File: src/sv/assert_macros.svh
// Assertion helpers shared by the RTL. Both expect signals named clock and
// reset in the module that uses them.
`ifndef ASSERT_MACROS_SVH
`define ASSERT_MACROS_SVH

// Check that an expression holds at every clock edge outside reset.
`define ASSERT_HOLDS(label, expr, msg) \
   label: assert property (@(posedge clock) disable iff (reset) (expr)) \
      else $error(msg);

// Check that a condition is followed in the next cycle by a consequence.
`define ASSERT_NEXT(label, ante, cons, msg) \
   label: assert property (@(posedge clock) disable iff (reset) (ante) |=> (cons)) \
      else $error(msg);

`endif

File: src/sv/tcw_pkg.sv
// ----------------------------------------------------------------------------
// tcw_pkg: text console writer shared definitions
// Screen geometry, character codes, microcode control word and the
// microprogram of the console sequencer.
// ----------------------------------------------------------------------------
`default_nettype none

package tcw_pkg;

   localparam int COLUMNS = 80;
   localparam int ROWS    = 25;
   localparam int CELLS   = COLUMNS * ROWS;
   localparam int ADDR_W  = $clog2(CELLS);
   localparam int COL_W   = $clog2(COLUMNS);
   localparam int ROW_W   = (ROWS > 2) ? $clog2(ROWS) : 1;

   localparam int CMD_W  = 2;
   localparam int BYTE_W = 8;
   localparam int POS_W  = 11;
   localparam int CELL_W = 16;

   localparam logic [BYTE_W-1:0] ATTR_DEFAULT = 8'h07;
   localparam logic [BYTE_W-1:0] CH_NEWLINE   = 8'h0A;
   localparam logic [BYTE_W-1:0] CH_BACKSPACE = 8'h08;
   localparam logic [BYTE_W-1:0] CH_SPACE     = 8'h20;
   localparam logic [CELL_W-1:0] BLANK_CELL   = {ATTR_DEFAULT, CH_SPACE};

   typedef enum logic [CMD_W-1:0] {
      CMD_PUT   = 2'd0,
      CMD_CLEAR = 2'd1,
      CMD_READ  = 2'd2,
      CMD_NOP   = 2'd3
   } cmd_type;

   // microprogram step addresses
   typedef enum logic [3:0] {
      S_INIT,
      S_IDLE,
      S_PUT,
      S_NEWROW,
      S_BS_STEP,
      S_BS_READ,
      S_BS_WRITE,
      S_CLR,
      S_CLR_HOME,
      S_RD_ISSUE,
      S_RD_TAKE,
      S_SCR_PRIME,
      S_SCR_COPY,
      S_SCR_LAST,
      S_SCR_BLANK,
      S_RESP
   } step_type;

   typedef enum logic [2:0] {
      WR_NONE, WR_BLANK, WR_FILL, WR_PUT, WR_ERASE, WR_COPY
   } wr_src_type;

   typedef enum logic [1:0] {
      WA_CURSOR, WA_ADDR, WA_PREV
   } wr_addr_type;

   typedef enum logic [1:0] {
      RD_NONE, RD_CURSOR, RD_INDEX, RD_SCROLL
   } rd_sel_type;

   typedef enum logic [1:0] {
      ADDR_HOLD, ADDR_ZERO, ADDR_INC
   } addr_op_type;

   typedef enum logic [2:0] {
      CUR_HOLD, CUR_FWD, CUR_BACK, CUR_NEWLINE, CUR_HOME
   } cur_op_type;

   typedef enum logic [2:0] {
      C_NEVER, C_DISPATCH, C_MORE_ALL, C_MORE_COPY, C_COL_WRAP, C_ROW_LAST, C_RSP_BUSY
   } cond_type;

   typedef struct packed {
      logic        ready;
      wr_src_type  wr_src;
      wr_addr_type wr_addr;
      rd_sel_type  rd_sel;
      addr_op_type addr_op;
      cur_op_type  cur_op;
      logic        load_rd;
      logic        load_rsp;
      cond_type    cond;
      step_type    jump;
      step_type    seq;
   } uctl_type;

   typedef struct packed {
      logic    accept;
      cmd_type cmd;
      logic    is_newline;
      logic    is_backspace;
      logic    end_all;
      logic    end_copy;
      logic    col_last;
      logic    row_last;
      logic    rsp_busy;
   } stat_type;

   // Microprogram ROM: one control word per step. When cond is true the
   // sequencer takes jump (for the dispatch condition, the request's first step), otherwise seq.
   function automatic uctl_type uword(input step_type s);
      uctl_type w;
      w = '{ready: 1'b0, wr_src: WR_NONE, wr_addr: WA_ADDR, rd_sel: RD_NONE,
            addr_op: ADDR_HOLD, cur_op: CUR_HOLD, load_rd: 1'b0, load_rsp: 1'b0,
            cond: C_NEVER, jump: S_IDLE, seq: S_RESP};
      unique case (s)
         S_INIT: begin
            w.wr_src = WR_BLANK; w.addr_op = ADDR_INC;
            w.cond = C_MORE_ALL; w.jump = S_INIT; w.seq = S_IDLE;
         end
         S_IDLE: begin
            w.ready = 1'b1; w.addr_op = ADDR_ZERO;
            w.cond = C_DISPATCH; w.seq = S_IDLE;
         end
         S_PUT: begin
            w.wr_src = WR_PUT; w.wr_addr = WA_CURSOR; w.cur_op = CUR_FWD;
            w.cond = C_COL_WRAP; w.jump = S_NEWROW; w.seq = S_RESP;
         end
         S_NEWROW: begin
            w.addr_op = ADDR_ZERO; w.cur_op = CUR_NEWLINE;
            w.cond = C_ROW_LAST; w.jump = S_SCR_PRIME; w.seq = S_RESP;
         end
         S_BS_STEP: begin
            w.cur_op = CUR_BACK; w.seq = S_BS_READ;
         end
         S_BS_READ: begin
            w.rd_sel = RD_CURSOR; w.seq = S_BS_WRITE;
         end
         S_BS_WRITE: begin
            w.wr_src = WR_ERASE; w.wr_addr = WA_CURSOR; w.seq = S_RESP;
         end
         S_CLR: begin
            w.wr_src = WR_FILL; w.addr_op = ADDR_INC;
            w.cond = C_MORE_ALL; w.jump = S_CLR; w.seq = S_CLR_HOME;
         end
         S_CLR_HOME: begin
            w.cur_op = CUR_HOME; w.seq = S_RESP;
         end
         S_RD_ISSUE: begin
            w.rd_sel = RD_INDEX; w.seq = S_RD_TAKE;
         end
         S_RD_TAKE: begin
            w.load_rd = 1'b1; w.seq = S_RESP;
         end
         S_SCR_PRIME: begin
            w.rd_sel = RD_SCROLL; w.addr_op = ADDR_INC; w.seq = S_SCR_COPY;
         end
         S_SCR_COPY: begin
            w.rd_sel = RD_SCROLL; w.wr_src = WR_COPY; w.wr_addr = WA_PREV;
            w.addr_op = ADDR_INC;
            w.cond = C_MORE_COPY; w.jump = S_SCR_COPY; w.seq = S_SCR_LAST;
         end
         S_SCR_LAST: begin
            // hold the address: the blanking pass starts at the last row
            w.wr_src = WR_COPY; w.wr_addr = WA_PREV;
            w.seq = S_SCR_BLANK;
         end
         S_SCR_BLANK: begin
            w.wr_src = WR_BLANK; w.addr_op = ADDR_INC;
            w.cond = C_MORE_ALL; w.jump = S_SCR_BLANK; w.seq = S_RESP;
         end
         S_RESP: begin
            w.load_rsp = 1'b1;
            w.cond = C_RSP_BUSY; w.jump = S_RESP; w.seq = S_IDLE;
         end
         default: ;
      endcase
      return w;
   endfunction

endpackage

`default_nettype wire

File: src/sv/tcw_sequencer.sv
// ----------------------------------------------------------------------------
// tcw_sequencer: console microcode sequencer
// Step counter, microprogram ROM and conditional next-step selection.
// ----------------------------------------------------------------------------
`default_nettype none

module tcw_sequencer (
   input  logic              clock,
   input  logic              reset,
   input  tcw_pkg::stat_type stat,
   output tcw_pkg::uctl_type ctl
);
   import tcw_pkg::*;

   step_type step_ff;
   step_type step_in;
   step_type dispatch;
   logic     take_jump;

   always_comb begin
      ctl = uword(step_ff);

      // decode an accepted request into its first step
      unique case (stat.cmd)
         CMD_PUT: begin
            priority if (stat.is_newline) begin
               dispatch = S_NEWROW;
            end else if (stat.is_backspace) begin
               dispatch = S_BS_STEP;
            end else begin
               dispatch = S_PUT;
            end
         end
         CMD_CLEAR: dispatch = S_CLR;
         CMD_READ:  dispatch = S_RD_ISSUE;
         CMD_NOP:   dispatch = S_RESP;
         default:   dispatch = S_RESP;
      endcase

      unique case (ctl.cond)
         C_NEVER:     take_jump = 1'b0;
         C_DISPATCH:  take_jump = stat.accept;
         C_MORE_ALL:  take_jump = !stat.end_all;
         C_MORE_COPY: take_jump = !stat.end_copy;
         C_COL_WRAP:  take_jump = stat.col_last;
         C_ROW_LAST:  take_jump = stat.row_last;
         C_RSP_BUSY:  take_jump = stat.rsp_busy;
         default:     take_jump = 1'b0;
      endcase

      if (!take_jump) begin
         step_in = ctl.seq;
      end else if (ctl.cond == C_DISPATCH) begin
         step_in = dispatch;
      end else begin
         step_in = ctl.jump;
      end
   end

   always_ff @(posedge clock) begin
      if (reset) begin
         step_ff <= S_INIT;
      end else begin
         step_ff <= step_in;
      end
   end
endmodule

`default_nettype wire

File: config.mk
export PLATFORM = sky130hd
export DESIGN_NAME = tcw_sequencer
export DESIGN_NICKNAME = d
export VERILOG_FILES = /design/src/sv/assert_macros.svh /design/src/sv/tcw_pkg.sv /design/src/sv/tcw_sequencer.sv
export SDC_FILE = /design/constraint.sdc
export NUM_CORES = 1
export LEC_CHECK = 0
export BUFFER_PORTS_ARGS = -buffer_cell sky130_fd_sc_hd__buf_2
export CAP_MARGIN = 20
export CORE_MARGIN = 5
export CORE_UTILIZATION = 43
export DETAILED_ROUTE_END_ITERATION = 8
export GPL_ROUTABILITY_DRIVEN = 0
export MAX_ROUTING_LAYER = met4
export PLACE_DENSITY = 0.78
export SLEW_MARGIN = 20
export SYNTH_ARGS = -nofsm -noshare
export SYNTH_HDL_FRONTEND = slang
export SYNTH_SLANG_ARGS = --single-unit
File: constraint.sdc
create_clock -name clock -period 2.5 [get_ports clock]
set_clock_uncertainty 0.2 [all_clocks]
set_input_delay 0.375 -clock clock [delete_from_list [all_inputs] [get_ports clock]]
set_output_delay 0.375 -clock clock [all_outputs]
set_load 0.02 [all_outputs]
# After elaboration in Yosys (flattened, before gate mapping)
# Cells that the tools add are included.
# word_totals
romBits	0
elab_cells	55
mem_bits_rw	0
output_inout_bits	26
regBits	4
latchBits	0
memories	0
# op_classes
mul	0
n_eq_ne	24
n_reduce_logical	13
n_bitwise	0
n_addsub	0
n_shift	0
div_mod_pow	0
n_lt_le_gt_ge	0
mux	17
# ops
cell	n
4-bit one-hot mux with 9 select lines	1
4-bit equality test (second input constant)	8
4-bit one-hot mux with 7 select lines	1
3-bit one-hot mux with 6 select lines	1
4-bit by 3-bit equality test with 1-bit output (second input constant)	4
4-bit one-hot mux with 4 select lines	1
3-bit one-hot mux with 5 select lines	1
3-bit one-hot mux with 4 select lines	1
2-bit OR reduction	5
3-bit equality test (second input constant)	3
4-bit by 2-bit equality test with 1-bit output (second input constant)	2
4-bit two-way mux	2
2-bit one-hot mux with 2 select lines	2
3-bit by 2-bit equality test with 1-bit output (second input constant)	2
3-bit two-way mux	2
1-bit one-hot mux with 6 select lines	1
2-bit one-hot mux with 3 select lines	1
3-bit OR reduction	2
6-bit OR reduction	1
5-bit OR reduction	1
2-bit equality test (second input constant)	2
4-bit by 1-bit equality test with 1-bit output (second input constant)	1
4-bit logical NOT	1
3-bit by 1-bit equality test with 1-bit output (second input constant)	1
other kinds (4)	7

# Logic depth before layout (Yosys ltp)
# logic_depth
word_depth	6
depth_mapped	7
ltp_nobuf	6

# Worst setup path after synthesis
# OpenSTA, ideal clock, no wires.
# synth_path
path_kind	reg2reg
start	reg step_ff[2]
end	reg step_ff[3]
t_required_ns	2.214
n_path_buf	1
t_arrival_ns	1.836
setup_time_ns	0.086
path_stages_with_launch	7
setup_slack_ns	0.378
cell_sequence	dfxtp_1 > buf_2 > nor3b_1 > o21ai_0 > o21ai_0 > a21oi_1 > a221oi_2
# synth_rtl
element	line	source
from (decl)	tcw_sequencer.sv:15	step_type step_ff;
from (signal assigned)	tcw_sequencer.sv:64	step_ff <= step_in;

==> qor.yml <==
drive_above_1_share_pct: 44.09
cts_tree: "yes"
postCtsSetupBuffers: 0
r2r_end: "step_ff[2]"
synth_area_leaders: "dfxtp_1 12%, nand2b_1 4.5%, mux2i_1 4.3%"
via_per_inst: 5.657
status: "complete, no violations"
grt_first_pass_wirelength_um: 3215
whs_path_depth: 2
place_hpwl_um: 1453
fin_crit_ns: 2.284
finalCritPeriodShare_pct: 91.38
clockBufferDepth: 2
slowest_stage: "dfxtp_1"
critPathLaunch: "step_ff[2]"
final_cell_mix: "37 x buf_2, 8 x nand2_1, 8 x nor2_1"
cpPeakStageDelay_ns: 0.70
synthFlopType: "dfxtp_1"
crit_buf_inv: 2
synth.largest_area_cell: "dfxtp_1"
layout_commonest_cell: "buf_2"
ys_seq_elements: 4
required_ns: 1.92
die_w_um: 50.15
largest_reg_flops: 4
clockPowerShare_pct: 5.7
synth_edf_count: 0
die_h_um: 50.15
maxCapViolations: 0
initial_core_util_pct: 45.48
antenna_cells: 0
relSlewSlack_pct: 58.99
syn_nets: 105
rows: 14
power.internal_uw: 666.4
grt_start_max_net_pins: 21
hold_path_end: "step_ff[3]"
first_iter_violations: 16
die_area_um2: 2515
async_flop_share_pct: 0
syn_avg_cell_area_um2: 7.453
synth.distinct_cells: 42
grtUsageTotal_pct: 16.01
top_level_ports: 38
fmax_mhz: 437.7
root_buffer: "clkbuf_4"
clk_pin_slew_ns: 0.04
drtAntennaViolNets: 0
core_um2: 1524
worstSetupPathType: "reg2out"
nets: 141
ctsResizeCount: 0
cts_hold_buf: 0
end_kind: "output pin"
synthCells: 93
holdCritPathClass: "in2reg"
first_pass_iters: 5
synth.top_cell.area_share_pct: 11.55
area_growth_pct: 28.16
path_cells: "and2_4 -> nand3_2 -> o21ai_0 -> inv_1 -> buf_2"
cp_top_family: "flip-flops"
dr_total_vias: 809
regMostFlops: "step_ff"
numPortBuffers: 37
power_density_nw_per_um2: 1723
finalSetupTns_ns: 0
placedInstanceArea_um2: 865.8
hold_viol_final: 0
final_cells: 143
ys_seq_area_share_pct: 11.55
r2r_slack_ns: 0.44
r2r_cells: 5
p_sw_uw: 864.5
syn_area_um2: 693.2
rsz0062_at_grt: "no"
power_frac_comb_pct: 80.3
routed_wirelength_um: 1911
clk_latency_ns: 0.25
cts_buffers: 3
fill_cells: 154
grt_pass1_vias: 720
final-max-slew-violation-count: 0
worst_slew_pin_slew_ns: 0.6143
fin_area_um2: 888.4
top_regs: "step_ff x4"
grt-ovfl-total: 0
critPathMaxFanout: 20
wire_per_inst_um: 13.36
htree_levels: 1
r2r_start: "step_ff[2]"
antenna_found_initial: 0
cts_sinks: 4
startpoint_type: "flip-flop"
min_from: "reset"
setup_violations: 0
dp.cells: 140
arrival_ns: 1.71
yosysWarnings: 0
swShare_pct: 56.47
peakVddDrop_uv: 833.9
drcViolationCount: 0
power_leakage_uw: 0.0004758
pwr-share-seq_pct: 14.0
[worst max-delay path by stage]
stage,endpoint,cells past startpoint
6_report,ctl[3],5
5_1_grt,ctl[1],4
4_1_cts,ctl[3],5
3_5_place_dp,step_ff[0],5
3_3_place_gp,step_ff[0],5
2_1_floorplan,step_ff[3],6
[worst reg2reg max path: stages, from the launching register on]
cell and delay (ns):
dfxtp_1 0.70, or3b_1 0.25, o22ai_2 0.11, a221oi_4 0.26, nand2_4 0.12, mux2_4 0.30
[cells in the mapped netlist, types with 2 or more instances]
cell type,count
a21o_1,4
a21oi_1,4
and2_1,3
buf_2,5
buf_6,2
dfxtp_1,4
inv_1,4
mux2_4,2
mux2i_1,3
nand2_1,8
nand2b_1,5
nand3_1,2
nor2_1,8
nor3b_1,4
o21a_1,3
o21ai_0,4
o21ai_1,2
o22ai_1,2
[area by class of cell]
type | instances | area, um2 | share of cell area (%)
inverter | 5 | 18.77 | 2.113
clock buffer | 3 | 22.52 | 2.535
multi-input combinational | 75 | 539.3 | 60.70
tap | 16 | 20.02 | 2.254
timing repair buffer | 40 | 207.7 | 23.38
sequential | 4 | 80.08 | 9.014
[per-layer routing]
metal | up-vias | part of all wire [%] | GRT usage (%)
met5 | - | 0 | -
met4 | 0 | 0.78 | 3.930
met3 | 2 | 7.0 | 3.846
met2 | 35 | 49 | 25.31
met1 | 374 | 43 | 20.36
li1 | 398 | - | -
[power groups by stage]
stage	sequential, uW	combinational, uW	clock [uW]
4_1_cts	214	1240	86.6
3_5_place_dp	213	1230	0
6_report	215	1230	86.7
2_1_floorplan	116	1030	0
5_1_grt	231	1330	95.9
3_3_place_gp	208	1220	0
[logic make-up (layout without fill, tap and decap cells)]
kind of cell | Yosys count | count (layout) | synth area share [%]
AOI/OAI and AO/OA | 28 | 28 | 32.13
and+or+nand+nor | 41 | 41 | 35.74
buffers and inverters | 14 | 48 | 10.65
xor gates and xnor gates | 1 | 1 | 1.264
DFF | 4 | 4 | 11.55
muxes | 5 | 5 | 8.665
[through the flow]
stage / hold slack, ns / util [%] / worst slack (ns) / total power, uW
floorplan: 0.2412 / - / 0.3780 / 1150
global placement: 0.3856 / 56.81 / 0.5218 / 1426
detailed placement: 0.3816 / 56.81 / 0.4550 / 1443
CTS: 0.1297 / 58.29 / 0.2312 / 1537
global route: 0.1327 / 58.29 / 0.07512 / 1661
finish: 0.1361 / 58.29 / 0.2155 / 1531
Note: power is estimated with default switching activity, not from simulation.
